<file path="src/sv/rit_pkg.sv">
`default_nettype none

package rit_pkg;

  localparam int DIV_W      = 32;
  localparam int BASE_W     = 7;
  localparam int DIGIT_W    = 6;
  localparam int CHAR_W     = 8;
  localparam int NUM_WORDS  = 8;
  localparam int WORD_W     = 64;
  localparam int CFG_IDX_W  = 4;
  localparam int SCAN_CNT_W = 7;

  localparam logic [CHAR_W-1:0] MINUS_CHAR = 8'd45;
  localparam logic [CHAR_W-1:0] ERR_CHAR   = 8'd0;

  typedef struct packed {
    logic              done;
    logic              invalid;
    logic [BASE_W-1:0] base;
  } rit_scan_res_t;

  typedef struct packed {
    logic              done;
    logic [DIV_W-1:0]  quot;
    logic [BASE_W-1:0] rem;
  } rit_div_res_t;

  function automatic logic is_alnum(input logic [CHAR_W-1:0] c);
    return (c > 8'd47 && c < 8'd58) || (c > 8'd64 && c < 8'd91) ||
           (c > 8'd96 && c < 8'd123);
  endfunction

endpackage

`default_nettype wire

</file>
<file path="src/sv/rit_ram.sv">
`default_nettype none

module rit_ram #(
  parameter int WIDTH = 8,
  parameter int DEPTH = 32
) (
  input  wire logic                     clk,
  input  wire logic                     we,
  input  wire logic [$clog2(DEPTH)-1:0] waddr,
  input  wire logic [WIDTH-1:0]         wdata,
  input  wire logic [$clog2(DEPTH)-1:0] raddr,
  output logic      [WIDTH-1:0]         rdata
);

  logic [WIDTH-1:0] mem [DEPTH];

  always_ff @(posedge clk) begin
    if (we) begin
      mem[waddr] <= wdata;
    end
    rdata <= mem[raddr];
  end

endmodule

`default_nettype wire

</file>
<file path="src/sv/rit_div.sv">
`default_nettype none

// Restoring divider, one quotient bit per cycle.
module rit_div (
  input  wire logic                       clk,
  input  wire logic                       rst_n,
  input  wire logic                       start,
  input  wire logic [rit_pkg::DIV_W-1:0]  dividend,
  input  wire logic [rit_pkg::BASE_W-1:0] divisor,
  output rit_pkg::rit_div_res_t           res
);

  localparam int CNT_W = $clog2(rit_pkg::DIV_W + 1);

  logic [CNT_W-1:0]           count_r, count_nxt;
  logic                       busy_r, busy_nxt;
  logic                       done_r, done_nxt;
  logic [rit_pkg::DIV_W-1:0]  quo_r, quo_nxt;
  logic [rit_pkg::BASE_W-1:0] rem_r, rem_nxt;
  logic [rit_pkg::BASE_W:0]   trial;
  logic [rit_pkg::BASE_W:0]   diff;

  assign trial = {rem_r, quo_r[rit_pkg::DIV_W-1]};
  assign diff  = trial - {1'b0, divisor};

  always_comb begin
    count_nxt = count_r;
    busy_nxt  = busy_r;
    done_nxt  = 1'b0;
    quo_nxt   = quo_r;
    rem_nxt   = rem_r;
    if (start) begin
      count_nxt = CNT_W'(rit_pkg::DIV_W);
      busy_nxt  = 1'b1;
      quo_nxt   = dividend;
      rem_nxt   = '0;
    end else if (busy_r) begin
      // The partial remainder always stays below the divisor, so it fits BASE_W bits.
      if (trial >= {1'b0, divisor}) begin
        rem_nxt = diff[rit_pkg::BASE_W-1:0];
        quo_nxt = {quo_r[rit_pkg::DIV_W-2:0], 1'b1};
      end else begin
        rem_nxt = trial[rit_pkg::BASE_W-1:0];
        quo_nxt = {quo_r[rit_pkg::DIV_W-2:0], 1'b0};
      end
      count_nxt = count_r - CNT_W'(1);
      if (count_r == CNT_W'(1)) begin
        busy_nxt = 1'b0;
        done_nxt = 1'b1;
      end
    end
  end

  always_ff @(posedge clk) begin
    if (!rst_n) begin
      count_r <= '0;
      busy_r  <= 1'b0;
      done_r  <= 1'b0;
    end else begin
      count_r <= count_nxt;
      busy_r  <= busy_nxt;
      done_r  <= done_nxt;
    end
    quo_r <= quo_nxt;
    rem_r <= rem_nxt;
  end

  assign res.done = done_r;
  assign res.quot = quo_r;
  assign res.rem  = rem_r;

endmodule

`default_nettype wire

</file>
<file path="src/sv/rit_scan.sv">
`default_nettype none

// Walks the alphabet one character a cycle, counting the leading alphanumeric
// run and flagging a repeat through a bitmap of characters already seen.
module rit_scan #(
  parameter int LIMIT = 64
) (
  input  wire logic                       clk,
  input  wire logic                       rst_n,
  input  wire logic                       start,
  input  wire logic [rit_pkg::CHAR_W-1:0] char_in,
  output logic [rit_pkg::DIGIT_W-1:0]     idx,
  output rit_pkg::rit_scan_res_t          res
);

  logic [rit_pkg::SCAN_CNT_W-1:0] cnt_r, cnt_nxt;
  logic                           busy_r, busy_nxt;
  logic                           done_r, done_nxt;
  logic                           invalid_r, invalid_nxt;
  logic [rit_pkg::BASE_W-1:0]     base_r, base_nxt;
  logic [127:0]                   seen_r, seen_nxt;
  logic                           at_end;

  assign at_end = (cnt_r == rit_pkg::SCAN_CNT_W'(LIMIT));
  assign idx    = cnt_r[rit_pkg::DIGIT_W-1:0];

  always_comb begin
    cnt_nxt     = cnt_r;
    busy_nxt    = busy_r;
    done_nxt    = 1'b0;
    invalid_nxt = invalid_r;
    base_nxt    = base_r;
    seen_nxt    = seen_r;
    if (start) begin
      cnt_nxt  = '0;
      busy_nxt = 1'b1;
      seen_nxt = '0;
    end else if (busy_r) begin
      if (at_end || !rit_pkg::is_alnum(char_in)) begin
        busy_nxt    = 1'b0;
        done_nxt    = 1'b1;
        base_nxt    = rit_pkg::BASE_W'(cnt_r);
        invalid_nxt = (cnt_r < rit_pkg::SCAN_CNT_W'(2));
      end else if (seen_r[char_in[6:0]]) begin
        busy_nxt    = 1'b0;
        done_nxt    = 1'b1;
        invalid_nxt = 1'b1;
      end else begin
        seen_nxt[char_in[6:0]] = 1'b1;
        cnt_nxt = cnt_r + rit_pkg::SCAN_CNT_W'(1);
      end
    end
  end

  always_ff @(posedge clk) begin
    if (!rst_n) begin
      cnt_r     <= '0;
      busy_r    <= 1'b0;
      done_r    <= 1'b0;
      invalid_r <= 1'b0;
      base_r    <= '0;
      seen_r    <= '0;
    end else begin
      cnt_r     <= cnt_nxt;
      busy_r    <= busy_nxt;
      done_r    <= done_nxt;
      invalid_r <= invalid_nxt;
      base_r    <= base_nxt;
      seen_r    <= seen_nxt;
    end
  end

  assign res.done    = done_r;
  assign res.invalid = invalid_r;
  assign res.base    = base_r;

endmodule

`default_nettype wire

</file>
<file path="src/sv/radix_integer_to_text.sv">
`default_nettype none

// Channel  Direction  Ports                                         Handshake
// in       input      in_value                                      in_valid / in_stall
// out      output     out_char, out_is_last, out_base_invalid       out_valid / out_stall
// cfg      input      cfg_index, cfg_data                           cfg_we
//
// Each request first scans the alphabet, then runs the shared divider once per digit,
// then emits the characters through the digit RAM. in_stall is high from acceptance
// until the last character is in the output register. Reset is synchronous and clears
// control state and the alphabet registers. A stalled output holds its register and
// pauses character emission.
module radix_integer_to_text #(
  parameter int MAX_DIGITS     = 32,
  parameter int ALPHABET_CHARS = 64
) (
  input  wire logic                          clk,
  input  wire logic                          rst_n,
  input  wire logic                          cfg_we,
  input  wire logic [rit_pkg::CFG_IDX_W-1:0] cfg_index,
  input  wire logic [rit_pkg::WORD_W-1:0]    cfg_data,
  input  wire logic                          in_valid,
  output logic                               in_stall,
  input  wire logic signed [31:0]            in_value,
  output logic                               out_valid,
  input  wire logic                          out_stall,
  output logic [rit_pkg::CHAR_W-1:0]         out_char,
  output logic                               out_is_last,
  output logic                               out_base_invalid
);

  localparam int AW   = $clog2(MAX_DIGITS);
  localparam int ND_W = $clog2(MAX_DIGITS + 1);

  typedef enum logic [6:0] {
    ST_IDLE = 7'b0000001,
    ST_SCAN = 7'b0000010,
    ST_ERR  = 7'b0000100,
    ST_DIV  = 7'b0001000,
    ST_SIGN = 7'b0010000,
    ST_RD   = 7'b0100000,
    ST_EMIT = 7'b1000000
  } state_t;

  state_t                                         state_r, state_nxt;
  logic [rit_pkg::NUM_WORDS-1:0][rit_pkg::WORD_W-1:0] alpha_r;
  logic                                           neg_r, neg_nxt;
  logic [rit_pkg::DIV_W-1:0]                      mag_r, mag_nxt;
  logic [ND_W-1:0]                                nd_r, nd_nxt;
  logic [AW-1:0]                                  ptr_r, ptr_nxt;
  logic                                           out_valid_r, out_valid_nxt;
  logic [rit_pkg::CHAR_W-1:0]                     out_char_r, out_char_nxt;
  logic                                           out_last_r, out_last_nxt;
  logic                                           out_bad_r, out_bad_nxt;

  logic                          in_accept;
  logic                          out_free;
  logic                          load;
  logic [rit_pkg::DIV_W-1:0]     raw;
  logic                          scan_start;
  logic [rit_pkg::DIGIT_W-1:0]   scan_idx;
  rit_pkg::rit_scan_res_t        scan_res;
  logic                          div_start;
  rit_pkg::rit_div_res_t         div_res;
  logic [rit_pkg::DIGIT_W-1:0]   char_idx;
  logic [rit_pkg::CHAR_W-1:0]    alpha_char;
  logic                          ram_we;
  logic [rit_pkg::DIGIT_W-1:0]   ram_rdata;
  logic [ND_W-1:0]               nd_after;

  assign in_stall  = (state_r != ST_IDLE);
  assign in_accept = in_valid && !in_stall;
  assign out_free  = !out_valid_r || !out_stall;
  assign raw       = in_value;

  // The alphabet is read at one place only: the scan index, or the stored digit.
  assign char_idx   = (state_r == ST_SCAN) ? scan_idx : ram_rdata;
  assign alpha_char = alpha_r[char_idx[5:3]][char_idx[2:0]*8 +: 8];

  assign scan_start = in_accept;
  assign nd_after   = (nd_r < ND_W'(MAX_DIGITS)) ? nd_r + ND_W'(1) : nd_r;

  rit_scan #(
    .LIMIT(ALPHABET_CHARS)
  ) u_scan (
    .clk    (clk),
    .rst_n  (rst_n),
    .start  (scan_start),
    .char_in(alpha_char),
    .idx    (scan_idx),
    .res    (scan_res)
  );

  rit_div u_div (
    .clk     (clk),
    .rst_n   (rst_n),
    .start   (div_start),
    .dividend(mag_nxt),
    .divisor (scan_res.base),
    .res     (div_res)
  );

  rit_ram #(
    .WIDTH(rit_pkg::DIGIT_W),
    .DEPTH(MAX_DIGITS)
  ) u_digits (
    .clk  (clk),
    .we   (ram_we),
    .waddr(nd_r[AW-1:0]),
    .wdata(div_res.rem[rit_pkg::DIGIT_W-1:0]),
    .raddr(ptr_r),
    .rdata(ram_rdata)
  );

  always_comb begin
    state_nxt    = state_r;
    neg_nxt      = neg_r;
    mag_nxt      = mag_r;
    nd_nxt       = nd_r;
    ptr_nxt      = ptr_r;
    div_start    = 1'b0;
    ram_we       = 1'b0;
    load         = 1'b0;
    out_char_nxt = out_char_r;
    out_last_nxt = out_last_r;
    out_bad_nxt  = out_bad_r;
    case (state_r)
      ST_IDLE: begin
        if (in_accept) begin
          neg_nxt   = raw[rit_pkg::DIV_W-1];
          mag_nxt   = raw[rit_pkg::DIV_W-1] ? (32'd0 - raw) : raw;
          state_nxt = ST_SCAN;
        end
      end
      ST_SCAN: begin
        if (scan_res.done) begin
          if (scan_res.invalid) begin
            state_nxt = ST_ERR;
          end else begin
            nd_nxt    = '0;
            div_start = 1'b1;
            state_nxt = ST_DIV;
          end
        end
      end
      ST_DIV: begin
        if (div_res.done) begin
          // Digits past the store depth are dropped; only the low ones are kept.
          ram_we = (nd_r < ND_W'(MAX_DIGITS));
          nd_nxt = nd_after;
          if (div_res.quot != '0) begin
            mag_nxt   = div_res.quot;
            div_start = 1'b1;
          end else begin
            ptr_nxt   = AW'(nd_after - ND_W'(1));
            state_nxt = neg_r ? ST_SIGN : ST_RD;
          end
        end
      end
      ST_SIGN: begin
        if (out_free) begin
          load         = 1'b1;
          out_char_nxt = rit_pkg::MINUS_CHAR;
          out_last_nxt = 1'b0;
          out_bad_nxt  = 1'b0;
          state_nxt    = ST_RD;
        end
      end
      ST_RD: begin
        state_nxt = ST_EMIT;
      end
      ST_EMIT: begin
        if (out_free) begin
          load         = 1'b1;
          out_char_nxt = alpha_char;
          out_last_nxt = (ptr_r == '0);
          out_bad_nxt  = 1'b0;
          if (ptr_r == '0) begin
            state_nxt = ST_IDLE;
          end else begin
            ptr_nxt   = ptr_r - AW'(1);
            state_nxt = ST_RD;
          end
        end
      end
      ST_ERR: begin
        if (out_free) begin
          load         = 1'b1;
          out_char_nxt = rit_pkg::ERR_CHAR;
          out_last_nxt = 1'b1;
          out_bad_nxt  = 1'b1;
          state_nxt    = ST_IDLE;
        end
      end
      default: begin
        state_nxt = ST_IDLE;
      end
    endcase
    out_valid_nxt = load ? 1'b1 : (out_valid_r && out_stall);
  end

  always_ff @(posedge clk) begin
    if (!rst_n) begin
      state_r     <= ST_IDLE;
      out_valid_r <= 1'b0;
      alpha_r     <= '0;
      nd_r        <= '0;
      ptr_r       <= '0;
    end else begin
      state_r     <= state_nxt;
      out_valid_r <= out_valid_nxt;
      nd_r        <= nd_nxt;
      ptr_r       <= ptr_nxt;
      if (cfg_we && cfg_index < rit_pkg::CFG_IDX_W'(rit_pkg::NUM_WORDS)) begin
        alpha_r[cfg_index[2:0]] <= cfg_data;
      end
    end
    neg_r      <= neg_nxt;
    mag_r      <= mag_nxt;
    out_char_r <= out_char_nxt;
    out_last_r <= out_last_nxt;
    out_bad_r  <= out_bad_nxt;
  end

  assign out_valid        = out_valid_r;
  assign out_char         = out_char_r;
  assign out_is_last      = out_last_r;
  assign out_base_invalid = out_bad_r;

endmodule

`default_nettype wire

</file>
<file path="config.mk">
export PLATFORM = sky130hd
export DESIGN_NAME = radix_integer_to_text
export DESIGN_NICKNAME = d
export VERILOG_FILES = /design/src/sv/rit_pkg.sv /design/src/sv/rit_ram.sv /design/src/sv/rit_div.sv /design/src/sv/rit_scan.sv /design/src/sv/radix_integer_to_text.sv
export SDC_FILE = /design/constraint.sdc
export NUM_CORES = 2
export LEC_CHECK = 0
export ABC_AREA = 1
export BUFFER_PORTS_ARGS = -buffer_cell sky130_fd_sc_hd__buf_2
export CAP_MARGIN = 40
export CELL_PAD_IN_SITES_DETAIL_PLACEMENT = 1
export CELL_PAD_IN_SITES_GLOBAL_PLACEMENT = 1
export CORE_MARGIN = 4
export CORE_UTILIZATION = 35
export DETAILED_ROUTE_END_ITERATION = 12
export GPL_ROUTABILITY_DRIVEN = 0
export PLACE_DENSITY_LB_ADDON = 0.1
export SETUP_SLACK_MARGIN = 0.15
export SYNTH_ARGS = -nofsm -noshare
export SYNTH_HDL_FRONTEND = slang
export SYNTH_SLANG_ARGS = --single-unit
</file>
<file path="constraint.sdc">
create_clock -name clk -period 3.1 [get_ports clk]
set_input_delay 0.31 -clock clk [delete_from_list [all_inputs] [get_ports clk]]
set_output_delay 0.31 -clock clk [all_outputs]
set_load 0.05 [all_outputs]
</file>
After elaboration in Yosys (flattened, before gate mapping). Memories as Yosys holds them, arrays and structs flattened. A register that Yosys moved wholly into a read port is not among the register bits. Index checks and enable logic that the tools add are counted.

Memories kept: 1. Memory bits (writable): 192. Register bits after elaboration: 766.

Memories: u_digits.mem (depth 32, width 6, rd ports 1, clocked after memory_dff 1, wr ports 1, line rit_ram.sv:15) `logic [WIDTH-1:0] mem [DEPTH];`.

Bitwise gates (word level): 7. Eq/ne operators: 20. $add $sub $neg: 7. Shifts and indexed selects: 1. Mux-type cells: 75. $lt $le $gt $ge: 15. Reductions and logical operators: 39.

Operators with widths (count): bitwise mux 512 bit (1); binary-select mux 64 bit (select 3 bit) (1); demux 64 bit (select 3 bit) (1); 2-to-1 mux 32 bit (6); 2-to-1 mux 64 bit (2); OR 128 bit (1); one-hot mux 32 bit (2 select lines) (1); indexed part select 64 x 7 -> 8 bit (1); 2-to-1 mux 7 bit (8); 2-to-1 mux 6 bit (9); one-hot mux 7 bit (7 select lines) (1); nonzero test 32 bit (1); subtractor 1 x 32 -> 32 bit, first input constant (1); 2-to-1 mux 1 bit (29); 2-to-1 mux 8 bit (3); one-hot mux 8 bit (3 select lines) (1); 2-to-1 mux 5 bit (4); greater-than comparator 8 x 7 -> 1 bit, second input constant (2); < comparator 8 x 7 -> 1 bit, second input constant (2); equality test 7 bit, second input constant (2); != test 2 bit, second input constant (7); one-hot mux 6 bit (2 select lines) (1); AND reduction 3 bit (4); one-hot mux 5 bit (2 select lines) (1); 42 further kinds (74).

Depth between registers and ports, before layout.
Depth after elaboration: 14. Gate-level depth with buffers: 30. Gate-level depth less buffers: 28.

Modules after synthesis. Synthesis repeated with hierarchy kept, for this count alone.

Cells, all modules: 5776. Area total of the unflattened synthesis: 42736.0 um^2.

By module, submodules not included: radix_integer_to_text (area each 26786.9 um^2, cells an instance 3939, times used 1, seq. area each 11601.1 um^2); rit_ram (area each 8077.7 um^2, cells an instance 704, times used 1, seq. area each 5885.6 um^2); rit_scan (area each 5408.9 um^2, cells an instance 832, times used 1, seq. area each 2262.2 um^2); rit_div (area each 2462.4 um^2, cells an instance 301, times used 1, seq. area each 1261.2 um^2).

Worst setup path after synthesis. No wires, ideal clock.

Kind: reg-to-reg. Start point: register state_r[4]. End point: register u_div.quo_r[0] (netlist bit), enable pin. Setup slack: -0.225 ns. Clock period less this slack: 3.325 ns. Library setup time: 0.392 ns. Arrival: 2.933 ns. Stages on the path, launching flop included: 12. Path buffers: 0. Data required time: 2.708 ns. Cell sequence: dfxtp_1 > inv_2 > nand2_1 > nor2_4 > inv_1 > nor4_1 > inv_1 > nor2_1 > inv_1 > nor2_1 > nor2_1 > nand2_1.

Cells in the longest elaborated chain, start to end: 3.

RTL lines: start, declared (line radix_integer_to_text.sv:45) `state_t state_r, state_nxt;`; start signal, assigned (line radix_integer_to_text.sv:210) `state_r <= state_nxt;`; equality test 7 x 4 -> 1 bit / equality test 7 x 2 -> 1 bit (equally long branches) (line radix_integer_to_text.sv:127) `case (state_r)`; one-hot mux 1 bit (2 select lines) * (line radix_integer_to_text.sv:127); nonzero test 2 bit (no line) *; end signal, assigned (line rit_div.sv:64) `quo_r <= quo_nxt;`; end, declared (line rit_div.sv:18) `logic [rit_pkg::DIV_W-1:0] quo_r, quo_nxt;`.

Every way passes the cells marked *; elsewhere a longest branch is shown, timed or not. A chain may end at the register's enable or synchronous reset.

Worst setup path in the final report.
Start point: register state_r[6]. End point: register u_scan.seen_r[50].

Cells in the longest elaborated chain, start to end: 13.

RTL lines: branches (longest 13 deep; another with < comparator 7 x 8 -> 1 bit); end signal, assigned (line rit_scan.sv:69) `seen_r <= seen_nxt;`; end, declared (line rit_scan.sv:21) `logic [127:0] seen_r, seen_nxt;`.

Several ways; the timed one is not identified. The select of a mux whose other input is x is not followed.

==> out/results.ini <==
[synthesis]
yosys.area_share.adder = 0.00556
synth.net_count = 5619
netlist_top_cells_area = dfxtp_1 33%, edfxtp_1 17%, nor2_1 11%
synthMuxAreaShare = 0
synthSimpleGateAreaFrac = 0.229
synth_top_area_frac = 0.333
netlist_area_mm2 = 0.0419
synth_cells = 5496
synth_compound_area_frac = 0.176
synthArstFlopShare = 0
yosysWarnings = 0
synth_xor_area_frac = 0.00418
ys.flop_type = dfxtp_1
seq_area_frac_synth = 0.502
synth_top_family_by_area = simple AND/OR/NAND/NOR gates
ys_ff_latch = 932
synth_edf_count = 235
synth_top_area_cell = dfxtp_1
synth.avg_cell_area_um2 = 7.62
netlist-cell-type-count = 51

[cts]
clock-root-buffer = clkbuf_16
tritoncts = built
htreeDepth = 3
cts_made_buffers = 107
clk_pin_slew_ns = 0.06
clockBufferDepth = 3
cts_num_sinks = 932
clk_latency_ns = 0.70

[hold_path]
hold_class = input port to register
whs_path_depth = 3
holdPathEnd = alpha_r[408]$_SDFFE_PN0P_
hold_start = cfg_data[24]

[timing]
slew_headroom = 0.371
hold_violations = 0
fmax_mhz = 249
setup_viol = 79
min_period_over_period = 1.29
skew_ns = 0.0272
worst_pin_slew_ns = 0.943
fin_ws_ns = -0.911
finalMaxSlewViolations = 0
fin_crit_ns = 4.01
whs_ns = 0.0485
rsz0062_at_grt = yes

[drt]
via_per_inst = 5.28
vias = 39800
wl_mm = 162
first_pass_iters = 5
drtIter0Drc = 2684
post_drt_wl_per_cell_um = 21.5
drc = 0
ant_nets = 0

[power]
clockPowerShare = 0.257
power_density_mw_per_mm2 = 960
pwr-share-comb = 0.475
power.share.sequential = 0.269
ir_drop_mv = 0.608
switchingPower_uw = 20300
netSwitchingFraction = 0.393
intPower_uw = 31300
total_power_uw = 51600
p_leak_uw = 0.0214

[grt]
grt_max_degree = 114
grtUsageTotal = 0.251
antenna_found_initial = 7
grt_pass1_wl_mm = 247
grt-ovfl-total = 0
grt_pass1_vias = 40400

[run_status]
violations = negative setup slack
status = finished, violations left

[cells_and_area]
regArea_mm2 = 0.0210
drive_above_1_share = 0.179
fillCellCount = 14100
fin_util = 0.454
final_net_count = 5959
fin_area_mm2 = 0.0538
area_delta_synth_final_pct = 28.3
multiInputGateArea_mm2 = 0.0188

[setup_path]
cp.arrival_ns = 4.63
worst-path-max-fanout = 9
path_class = register to register
path_buf_inv = 11
crit_family = simple AND/OR/NAND/NOR gates
timing.critical_path.mode_cell = buf_12
cp.required_ns = 3.72
crit_path_end_kind = register
critical-path-max-stage-delay_ns = 0.32
ff2ff_setup_slack_ns = -0.91
r2r_cells = 34
reg2reg_to = u_scan.seen_r[50]$_SDFFE_PP0P_
r2r_start = state_r[6]$_SDFFE_PN0P_
critPathLaunchType = register
critPathSlowestCell = dfxtp_2

[place]
placed_area_mm2 = 0.0463
place_hpwl_mm = 96.1
numPortBuffers = 116
place_ws_ns = -1.31

[job]
maxCapViolations = 0

[die]
fp.coreArea_mm2 = 0.118
rows = 126
die_h_um = 354
initial_core_util = 0.354
die_area_mm2 = 0.125
io_pins = 117
die_w_um = 354

worst register-to-register path, delay by kind of cell, from the launching register on:
kind	cells	cell delay [ns]
buf+inv	11	1.41
flops	1	0.32
compound gates	2	0.31
simple gates	21	1.89
per-stage QoR:
| step | std cells | setup TNS, ns |
|---|---|---|
| 4_1_cts | 7501 | -55.93 |
| 5_1_grt | 7531 | -81.54 |
| 3_5_place_dp | 7155 | -92.49 |
| 2_1_floorplan | 5496 | -4.05 |
| 3_3_place_gp | 7153 | -106.78 |
| 6_report | 7534 | -65.37 |
cell usage after synthesis, types with 15 or more instances:
cell type	instances
nor2_1	1212
o21ai_0	820
dfxtp_1	697
nand2_1	639
nand3_1	427
inv_1	369
clkbuf_1	267
a21oi_1	258
edfxtp_1	235
o221ai_1	74
o211ai_1	72
buf_2	56
o22ai_1	40
buf_4	34
o21ai_1	31
clkbuf_2	28
nor3_1	28
buf_1	23
buf_6	19
inv_2	18
ha_1	17
xor2_1	15
layout make-up:
type / instances / share of cell area
Sequential cell: 932 / 0.391
Timing Repair Buffer: 655 / 0.124
Clock inverter: 39 / 0.00864
Tap cell: 1600 / 0.0372
Multi-Input combinational cell: 3741 / 0.351
Antenna cell: 4 / 0.000186
Inverter: 399 / 0.0290
Clock buffer: 164 / 0.0596
layer usage:
metal,global-route usage,up-vias,part of all wire
met1,0.355,19900,0.48
met2,0.408,717,0.46
met4,0.0593,4,0.022
li1,-,19000,-
met5,0,-,0.00013
met3,0.0310,194,0.038
timing repair:
item | 4_1_cts | 5_1_grt
setup buffers | 53 | 19
cloned | 17 | 10
endpoints found under the hold margin | 456 | 0
endpoints found under the setup margin | 84 | 315
gates resized for setup | 185 | 219
hold buffers | 73 | 0
pin swaps | 45 | 92
worst max path at each step:
stage / from / endpoint / slack [ns] / cells after the start
global placement: state_r[6]$_SDFFE_PN0P_ / u_scan.invalid_r$_SDFFE_PN0P_ / -1.45 / 25
finish: state_r[6]$_SDFFE_PN0P_ / u_scan.seen_r[50]$_SDFFE_PP0P_ / -0.91 / 34
CTS: state_r[6]$_SDFFE_PN0P_ / u_scan.seen_r[55]$_SDFFE_PP0P_ / -0.79 / 30
detailed placement: state_r[4]$_SDFFE_PN0P_ / u_scan.seen_r[76]$_SDFFE_PP0P_ / -1.31 / 25
global route: state_r[1]$_SDFFE_PN0P_ / u_scan.seen_r[49]$_SDFFE_PP0P_ / -1.13 / 35
floorplan: state_r[6]$_SDFFE_PN0P_ / u_scan.seen_r[100]$_SDFFE_PP0P_ / -0.07 / 29
logic make-up (layout without fill, tap and decap cells):
family                     count (synthesis)  after routing
and+or+nand+nor                         2354           2357
AOI/OAI and AO/OA                       1346           1346
DFF                                      932            932
buffers and inverters                    826           1257
xor gates and xnor gates                  20             20
adders and majority gates                 18             18
other                                      0              4
layout by cell type, fill, tap and decap left out, types with 14 or more instances in the layout:
cell type / Yosys / routed
a21oi_2: 0 / 30
xor2_1: 15 / 15
nand3_2: 3 / 87
edfxtp_1: 235 / 235
buf_12: 0 / 90
a22oi_1: 14 / 14
nand3_4: 1 / 23
inv_1: 369 / 362
a21oi_1: 258 / 227
buf_16: 0 / 17
nor3_1: 28 / 25
nor2_4: 2 / 23
clkbuf_8: 0 / 27
o22ai_1: 40 / 39
buf_2: 56 / 116
o211ai_1: 72 / 72
o221ai_1: 74 / 72
o21ai_1: 31 / 49
buf_6: 19 / 31
o21ai_0: 820 / 782
dfxtp_1: 697 / 690
ha_1: 17 / 17
nand2_1: 639 / 593
o21ai_2: 2 / 18
inv_2: 18 / 16
clkbuf_1: 267 / 27
nand2_2: 4 / 36
clkbuf_16: 0 / 118
nor2_1: 1212 / 1183
dlygate4sd3_1: 0 / 73
clkinv_2: 0 / 19
buf_4: 34 / 311
a31oi_1: 14 / 14
nand3_1: 427 / 321
flip-flops by register name, summed over array words and instances (netlist names), 7 cells and up:
register       flops
alpha_r          512
mag_r             32
out_char           8
state_r            7
u_digits.mem     192
u_div.quo_r       32
u_div.rem_r        7
u_scan.base_r      7
u_scan.cnt_r       7
u_scan.seen_r     96
power by group through the flow:
stage / logic, uW / registers (uW) / clock network, uW
2_1_floorplan: 10400 / 14200 / 0
3_3_place_gp: 18000 / 14100 / 0
3_5_place_dp: 18200 / 14100 / 0
4_1_cts: 22300 / 13900 / 13500
5_1_grt: 26200 / 13900 / 14000
6_report: 24500 / 13900 / 13200
No activity file was read; power rests on OpenSTA's default activity.
